`src/rtl/psls_pkg.sv`:
```
// types and constants for the per-source latency statistics block
// no dependencies
`default_nettype none

package psls_pkg;

    localparam int COUNT_W = 24;
    localparam int DELAY_W = 32;
    localparam int SUM_W   = 56;
    localparam int INDEX_W = 4;
    localparam int KIND_W  = 2;

    localparam logic [COUNT_W-1:0] COUNT_MAX = {COUNT_W{1'b1}};

    // request kinds
    localparam logic [KIND_W-1:0] REQ_PRODUCE = 2'd0;
    localparam logic [KIND_W-1:0] REQ_CONSUME = 2'd1;
    localparam logic [KIND_W-1:0] REQ_READ    = 2'd2;

    typedef struct packed {
        logic [KIND_W-1:0]  req_type;
        logic [INDEX_W-1:0] source_index;
        logic [DELAY_W-1:0] delay;
    } req_t;

    typedef struct packed {
        logic [COUNT_W-1:0] made_total;
        logic [COUNT_W-1:0] eaten_total;
        logic [DELAY_W-1:0] min_latency;
        logic [DELAY_W-1:0] avg_latency;
        logic [DELAY_W-1:0] max_latency;
        logic               has_samples;
        logic               count_mismatch;
    } res_t;

    // one table entry
    typedef struct packed {
        logic [COUNT_W-1:0] made;
        logic [COUNT_W-1:0] eaten;
        logic [DELAY_W-1:0] min_d;
        logic [DELAY_W-1:0] max_d;
        logic [SUM_W-1:0]   sum;
    } entry_t;

endpackage

`default_nettype wire

```
`src/rtl/per_source_latency_stats.sv`:
```
// per-source latency statistics: table, update logic, bit-serial divider
// depends on psls_pkg
//
//  channel   | ports                         | handshake
//  ----------+-------------------------------+----------------------------------
//  request   | start, busy, req (req_t)      | transfer when start & !busy
//  result    | done, result (res_t)          | one-cycle strobe, cannot stall
//
// an item goes through the table read at the transfer, then the update and
// write-back, and, only when the entry has samples, the restoring divider
// that produces one quotient bit per cycle
// busy is high from the transfer until the result strobe
// reset clears the table through per-entry valid bits, no clearing pass
// the result is held until the next item updates it; the receiver must take it
`default_nettype none

module per_source_latency_stats
    import psls_pkg::*;
#(
    parameter int SOURCES = 16
) (
    input  wire logic clk,
    input  wire logic rst_n,
    input  wire logic start,
    output logic      busy,
    input  wire req_t req,
    output logic      done,
    output res_t      result
);

    localparam int ADDR_W = (SOURCES > 1) ? $clog2(SOURCES) : 1;
    localparam int QBITS  = DELAY_W;
    localparam int CNT_W  = $clog2(QBITS);
    localparam int HIGH_W = SUM_W - DELAY_W;

    // one-hot sequencer
    typedef enum logic [2:0] {
        S_IDLE   = 3'b001,
        S_UPDATE = 3'b010,
        S_DIVIDE = 3'b100
    } state_t;

    state_t state_reg, state_next;

    logic accept;
    assign accept = start && (state_reg == S_IDLE);
    assign busy   = (state_reg != S_IDLE);

    // address of the request, zero-extended or cut to the table width
    logic [ADDR_W+INDEX_W-1:0] idx_wide;
    logic [ADDR_W-1:0]         addr;
    logic                      in_range;
    assign idx_wide = {{ADDR_W{1'b0}}, req.source_index};
    assign addr     = idx_wide[ADDR_W-1:0];
    assign in_range = (32'(req.source_index) < SOURCES);

    // captured request
    req_t              req_reg;
    logic [ADDR_W-1:0] addr_reg;
    logic              in_range_reg;

    // statistics table and its read port
    entry_t mem [SOURCES];
    entry_t rd_entry_reg;
    logic   rd_valid_reg;
    logic [SOURCES-1:0] valid_reg;

    // updated entry, built from the entry read at the transfer
    entry_t cur;
    entry_t upd;
    logic   wr_en;

    always_comb
    begin
        cur = rd_valid_reg ? rd_entry_reg : '0;
        upd = cur;
        unique case (req_reg.req_type)
            REQ_PRODUCE:
            begin
                if (cur.made != COUNT_MAX)
                begin
                    upd.made = cur.made + COUNT_W'(1);
                end
            end
            REQ_CONSUME:
            begin
                // first sample seeds both extremes
                if (cur.eaten == '0)
                begin
                    upd.min_d = req_reg.delay;
                    upd.max_d = req_reg.delay;
                end
                else
                begin
                    if (req_reg.delay < cur.min_d)
                    begin
                        upd.min_d = req_reg.delay;
                    end
                    if (req_reg.delay > cur.max_d)
                    begin
                        upd.max_d = req_reg.delay;
                    end
                end
                // at a saturated count the sum freezes
                if (cur.eaten != COUNT_MAX)
                begin
                    upd.eaten = cur.eaten + COUNT_W'(1);
                    upd.sum   = cur.sum + {{HIGH_W{1'b0}}, req_reg.delay};
                end
            end
            default:
            begin
                // read, and the unused kind, change nothing
                upd = cur;
            end
        endcase
    end

    assign wr_en = (state_reg == S_UPDATE) && in_range_reg;

    always_ff @(posedge clk)
    begin
        if (accept)
        begin
            rd_entry_reg <= mem[addr];
        end
        if (wr_en)
        begin
            mem[addr_reg] <= upd;
        end
    end

    always_ff @(posedge clk or negedge rst_n)
    begin
        if (!rst_n)
        begin
            valid_reg <= '0;
        end
        else if (wr_en)
        begin
            valid_reg[addr_reg] <= 1'b1;
        end
    end

    always_ff @(posedge clk)
    begin
        if (accept)
        begin
            req_reg      <= req;
            addr_reg     <= addr;
            in_range_reg <= in_range;
            rd_valid_reg <= in_range && valid_reg[addr];
        end
    end

    // restoring divider: remainder starts at the high sum bits, which are
    // below the count, so only the 32 low bits need quotient steps
    logic [COUNT_W-1:0] rem_reg, rem_next;
    logic [QBITS-1:0]   num_reg, num_next;
    logic [COUNT_W-1:0] dvsr_reg;
    logic [CNT_W-1:0]   cnt_reg, cnt_next;
    logic [COUNT_W:0]   trial;
    logic [COUNT_W:0]   diff;
    logic               qbit;

    assign trial = {rem_reg, num_reg[QBITS-1]};
    assign diff  = trial - {1'b0, dvsr_reg};
    assign qbit  = (trial >= {1'b0, dvsr_reg});

    // result register and strobe
    res_t result_reg, result_next;
    logic done_reg, done_next;

    always_comb
    begin
        state_next  = state_reg;
        rem_next    = rem_reg;
        num_next    = num_reg;
        cnt_next    = cnt_reg;
        result_next = result_reg;
        done_next   = 1'b0;
        unique case (state_reg)
            S_IDLE:
            begin
                if (accept)
                begin
                    state_next = S_UPDATE;
                end
            end
            S_UPDATE:
            begin
                result_next = '0;
                if (in_range_reg)
                begin
                    result_next.made_total     = upd.made;
                    result_next.eaten_total    = upd.eaten;
                    result_next.count_mismatch = (upd.made != upd.eaten);
                    if (upd.eaten != '0)
                    begin
                        result_next.min_latency = upd.min_d;
                        result_next.max_latency = upd.max_d;
                        result_next.has_samples = 1'b1;
                    end
                end
                if (in_range_reg && (upd.eaten != '0))
                begin
                    rem_next   = upd.sum[SUM_W-1:DELAY_W];
                    num_next   = upd.sum[DELAY_W-1:0];
                    cnt_next   = CNT_W'(QBITS - 1);
                    state_next = S_DIVIDE;
                end
                else
                begin
                    done_next  = 1'b1;
                    state_next = S_IDLE;
                end
            end
            S_DIVIDE:
            begin
                rem_next = qbit ? diff[COUNT_W-1:0] : trial[COUNT_W-1:0];
                num_next = {num_reg[QBITS-2:0], qbit};
                cnt_next = cnt_reg - CNT_W'(1);
                if (cnt_reg == '0)
                begin
                    result_next.avg_latency = num_next;
                    done_next  = 1'b1;
                    state_next = S_IDLE;
                end
            end
            default:
            begin
                state_next = S_IDLE;
            end
        endcase
    end

    always_ff @(posedge clk or negedge rst_n)
    begin
        if (!rst_n)
        begin
            state_reg <= S_IDLE;
            done_reg  <= 1'b0;
            cnt_reg   <= '0;
        end
        else
        begin
            state_reg <= state_next;
            done_reg  <= done_next;
            cnt_reg   <= cnt_next;
        end
    end

    // divisor is the updated eaten count, taken at the update step
    always_ff @(posedge clk)
    begin
        rem_reg    <= rem_next;
        num_reg    <= num_next;
        result_reg <= result_next;
        if (state_reg == S_UPDATE)
        begin
            dvsr_reg <= upd.eaten;
        end
    end

    assign done   = done_reg;
    assign result = result_reg;

endmodule

`default_nettype wire

```
`config.mk`:
```
export PLATFORM = sky130hd
export DESIGN_NAME = per_source_latency_stats
export DESIGN_NICKNAME = d
export VERILOG_FILES = /design/src/rtl/psls_pkg.sv /design/src/rtl/per_source_latency_stats.sv
export SDC_FILE = /design/constraint.sdc
export NUM_CORES = 2
export LEC_CHECK = 0
export BUFFER_PORTS_ARGS = -buffer_cell sky130_fd_sc_hd__buf_2
export CAP_MARGIN = 0
export CORE_ASPECT_RATIO = 1.2
export CORE_MARGIN = 3
export CORE_UTILIZATION = 55
export CTS_CLUSTER_SIZE = 24
export DETAILED_ROUTE_END_ITERATION = 6
export MAX_ROUTING_LAYER = met4
export PLACE_DENSITY = 0.71
export SLEW_MARGIN = 20
export SYNTH_ARGS = -nofsm -noshare
export SYNTH_HDL_FRONTEND = slang
export SYNTH_SLANG_ARGS = --single-unit
```
`constraint.sdc`:
```
create_clock -name clk -period 40.4 [get_ports clk]
set_input_delay 4.04 -clock clk [delete_from_list [all_inputs] [get_ports clk]]
set_output_delay 4.04 -clock clk [all_outputs]
set_load 0.02 [all_outputs]
```
==> qor.txt <==
CRITICAL PATH
------------------------------------------------------------------------------
Flop2flop setup slack                                                 34.23 ns
Series of cell instances along the critical path                  buf_8 > buf_4 > buf_4 > buf_4 > buf_4 > mux4_2 > mux4_2
Crit Reg-Reg Endpoint                                               num_reg[1]
Most Frequent Cell on Critical Path                                      buf_4
Cell with the biggest individual delay on the critical path              buf_4
Startpoint type of the worst setup path                             input port
Worst R2R Path Depth                                                        15
Reg2Reg Launch Point                                              rd_valid_reg
Worst Setup Path Type                                             input port to flop
Required time at the endpoint of the critical path                    41.00 ns
Maximum single-stage delay on the critical path                        0.83 ns
CP Capture Type                                                           flop
Maximum fanout along the worst path                                         67
Data arrival at the endpoint of the critical path                      8.75 ns

GRT
------------------------------------------------------------------------------
Number of global-route vias before repair                                63163
Initial antenna violation count                                             13
Total gr overflow                                                            0
Global-route usage over all layers                                       28.0%
Largest net degree at the start of global routing                          108
Wire length of the first global-routing pass                            453 mm

YOSYS
------------------------------------------------------------------------------
Synthesized flop and latch total                                          3122
Mapped Cells                                                              5954
Number of enable-type register cells in the synthesized netlist           3097
Area leader, netlist                                                  edfxtp_1
Post-Syn Area per Cell                                                20.9 um2
Share of flip-flops with an asynchronous set or reset                   0.801%
Number of warnings reported in the yosys synthesis log                       0
Leading post-synthesis cells by cell area                         edfxtp_1 75%, mux4_2 15%, ha_1 1.2%
Share of Yosys cell area claimed by the top area cell type               74.7%
Synth Flop Type                                                       edfxtp_1
Sequential fraction of the synthesis area                                75.2%
Synthesized area                                                    125000 um2
Unique masters post-synth                                                   82
Post-synthesis net count                                                  6121

DETAILED ROUTING
------------------------------------------------------------------------------
Iter 0 DRT Violations                                                     8188
DR pass1 iterations                                                          6
Residual antenna-violating net count after detailed routing                  0
Vias after detailed routing                                              62959
Routed Wire Length                                                      313 mm
Via/cell ratio                                                            6.58
Routed len/inst                                                        32.7 um
Count of unresolved DRC violations after routing                             0

WORST HOLD PATH
------------------------------------------------------------------------------
Hold Crit Endpoint                                                valid_reg[8]
Startpoint of the most critical hold path                         valid_reg[8]
Hold Path Cell Cnt                                                           1
Type of the most critical hold path                               flop to flop

TIMING
------------------------------------------------------------------------------
Fin crit share                                                           20.2%
Total count of max-transition violations in the final report                 0
Worst hold slack                                                      0.472 ns
Rel. slew slack                                                          21.9%
Maximum achievable frequency                                         0.123 GHz
Unrepaired setup endpoints after global routing                          false
Final Critical Period                                                  8.15 ns
Final setup violation count                                                  0
Clock Skew                                                           0.0596 ns
Worst Max-Slew Pin Slew                                                1.17 ns
Hold Vio Cnt, Final                                                          0
Fin Setup TNS                                                             0 ns
Post-route setup slack                                                32.25 ns

CLOCK TREE
------------------------------------------------------------------------------
Clock transition at the registers of the reported paths                0.06 ns
Number of sinks on the clock net                                          3122
TritonCTS buffer count                                                     303
Clock insertion delay at the later pin of the skew report              0.88 ns
Cts repair resizes                                                           0
# H-tree levels                                                              5
CTS tree                                                                 built
Cts hold-fix bufs                                                            0
Bufs on Longest Clock Path                                                   4
Clock tree root driver cell                                          clkbuf_16
Total setup buffers inserted after CTS                                       0

PWR
------------------------------------------------------------------------------
Relative contribution of sequential cells to total power                 50.7%
Max IR drop VDD                                                      0.0426 mV
Power density of the placed cells                                  58.2 nW/um2
Psw                                                                    2170 uW
Proportion of power drawn by combinational gates                         15.1%
Clock network fraction of design power                                   34.1%
Total power of the final layout                                        8140 uW
Switching Fraction                                                       26.6%
Int Power                                                              5970 uW
Leakage dissipation                                                  0.0456 uW

PLACED DESIGN
------------------------------------------------------------------------------
Global placer's final weighted congestion                                0.901
Instance area at placement                                          130000 um2
Setup slack at placement                                              31.19 ns
I/O Buffers                                                                188
Final HPWL from detailed placement                                      167 mm

LAYOUT
------------------------------------------------------------------------------
Total Nets Final                                                          6508
Count of fill cells added during filler insertion                        14966
Fraction of layout instances using a drive strength above 1              27.7%
Final standard cell area without fillers                            140000 um2
Number of flip-flops in the largest register                              2688
Synth-to-layout area growth                                              12.2%

FLOORPLANNING
------------------------------------------------------------------------------
Initial Util                                                             55.6%
Die X-Extent                                                            440 um
Number of I/O pins                                                         189
Row count                                                                  190
Floorplan core area                                                 224000 um2
Die area                                                            232000 um2
Y dimension of the die                                                  527 um

STATUS
------------------------------------------------------------------------------
Status                                                            finished, final reports clean

RUN
------------------------------------------------------------------------------
Max-cap check violation count                                                0

-- kinds of logic (layout without fill, tap and decap cells) --
kind of cell	count (synthesis)	in the layout	share of synthesized area, %
xor gates and xnor gates	109	109	0.767
and+or+nand+nor	879	879	3.59
DFF	3122	3122	75.2
other	0	13	0
muxes	942	942	16.0
buffers and inverters	381	1002	1.19
adders and majority gates	126	126	1.28
AOI/OAI and AO/OA	395	395	2.04
-- stage by stage --
step / utilization (%) / cells
finish: 62.3 / 9564
global route: 62.3 / 9559
CTS: 62.2 / 9550
detailed placement: 57.9 / 9011
global placement: 57.9 / 9010
floorplan: - / 5954
-- layer usage --
| layer | routed length, um | GRT usage (%) |
|---|---|---|
| met5 | 0 | - |
| met4 | 10100 | 8.61 |
| met3 | 29100 | 3.99 |
| met2 | 157000 | 44.6 |
| met1 | 117000 | 38.2 |
-- cells in the final DEF, fill, tap and decap left out, types with 25 or more instances in the layout --
cell type,n
nor2_1,94
nand4_1,45
nor4_1,35
a211oi_1,25
nor3_1,29
mux2i_2,29
mux2i_1,43
clkinv_1,63
clkbuf_1,55
clkinv_2,48
and2_1,99
mux2_2,39
xnor2_1,67
a21oi_1,115
buf_4,158
xor2_1,36
a21o_1,47
or2_2,56
o21ai_0,59
ha_1,124
buf_2,184
mux4_2,830
bufinv_16,25
edfxtp_1,3097
inv_1,98
nand3_1,54
nand2_1,308
clkbuf_16,311
-- final cells by class --
cell class                      count  area (um2)  share of cell area, %
Antenna cell                       13        32.5                 0.0233
Clock buffer                      369        8030                   5.75
Clock inverter                    170        1630                   1.17
Inverter                          101         384                  0.275
Multi-Input combinational cell   2451       29900                   21.4
Sequential cell                  3122       93600                   67.0
Tap cell                         2976        3720                   2.66
Timing Repair Buffer              362        2480                   1.77
-- synthesized netlist by cell type, types with 72 or more instances --
library cell  count
edfxtp_1       3097
buf_1            78
clkbuf_1        174
nand2_1         309
and2_1           99
a21oi_1         117
nor2_1          111
inv_1           100
ha_1            124
xnor2_1          72
mux2i_1          72
mux4_2          830
o21ai_0          85
-- worst max-delay path, delay by kind of cell --
| family | cells | cell delay (ns) |
|---|---|---|
| buf+inv | 5 | 3.38 |
| mux | 2 | 1.08 |
-- worst max-delay path by stage --
stage,start,endpoint,slack (ns),depth (start not counted)
5_1_grt,req[32],rd_entry_reg[98],31.71,7
3_5_place_dp,req[32],rd_entry_reg[79],31.19,7
4_1_cts,req[32],rd_entry_reg[75],32.08,7
2_1_floorplan,state_reg[0],valid_reg[12],24.46,6
3_3_place_gp,req[32],rd_entry_reg[90],31.18,7
6_report,req[32],rd_entry_reg[75],32.25,7
-- power groups by stage --
stage	sequential [uW]	clock (uW)	combinational (uW)
global placement	4190	0	1160
detailed placement	4190	0	1210
global route	4140	2940	1330
floorplan	4190	0	726
finish	4130	2780	1230
CTS	4130	2820	1210
No activity file was read; power rests on OpenSTA's default activity.
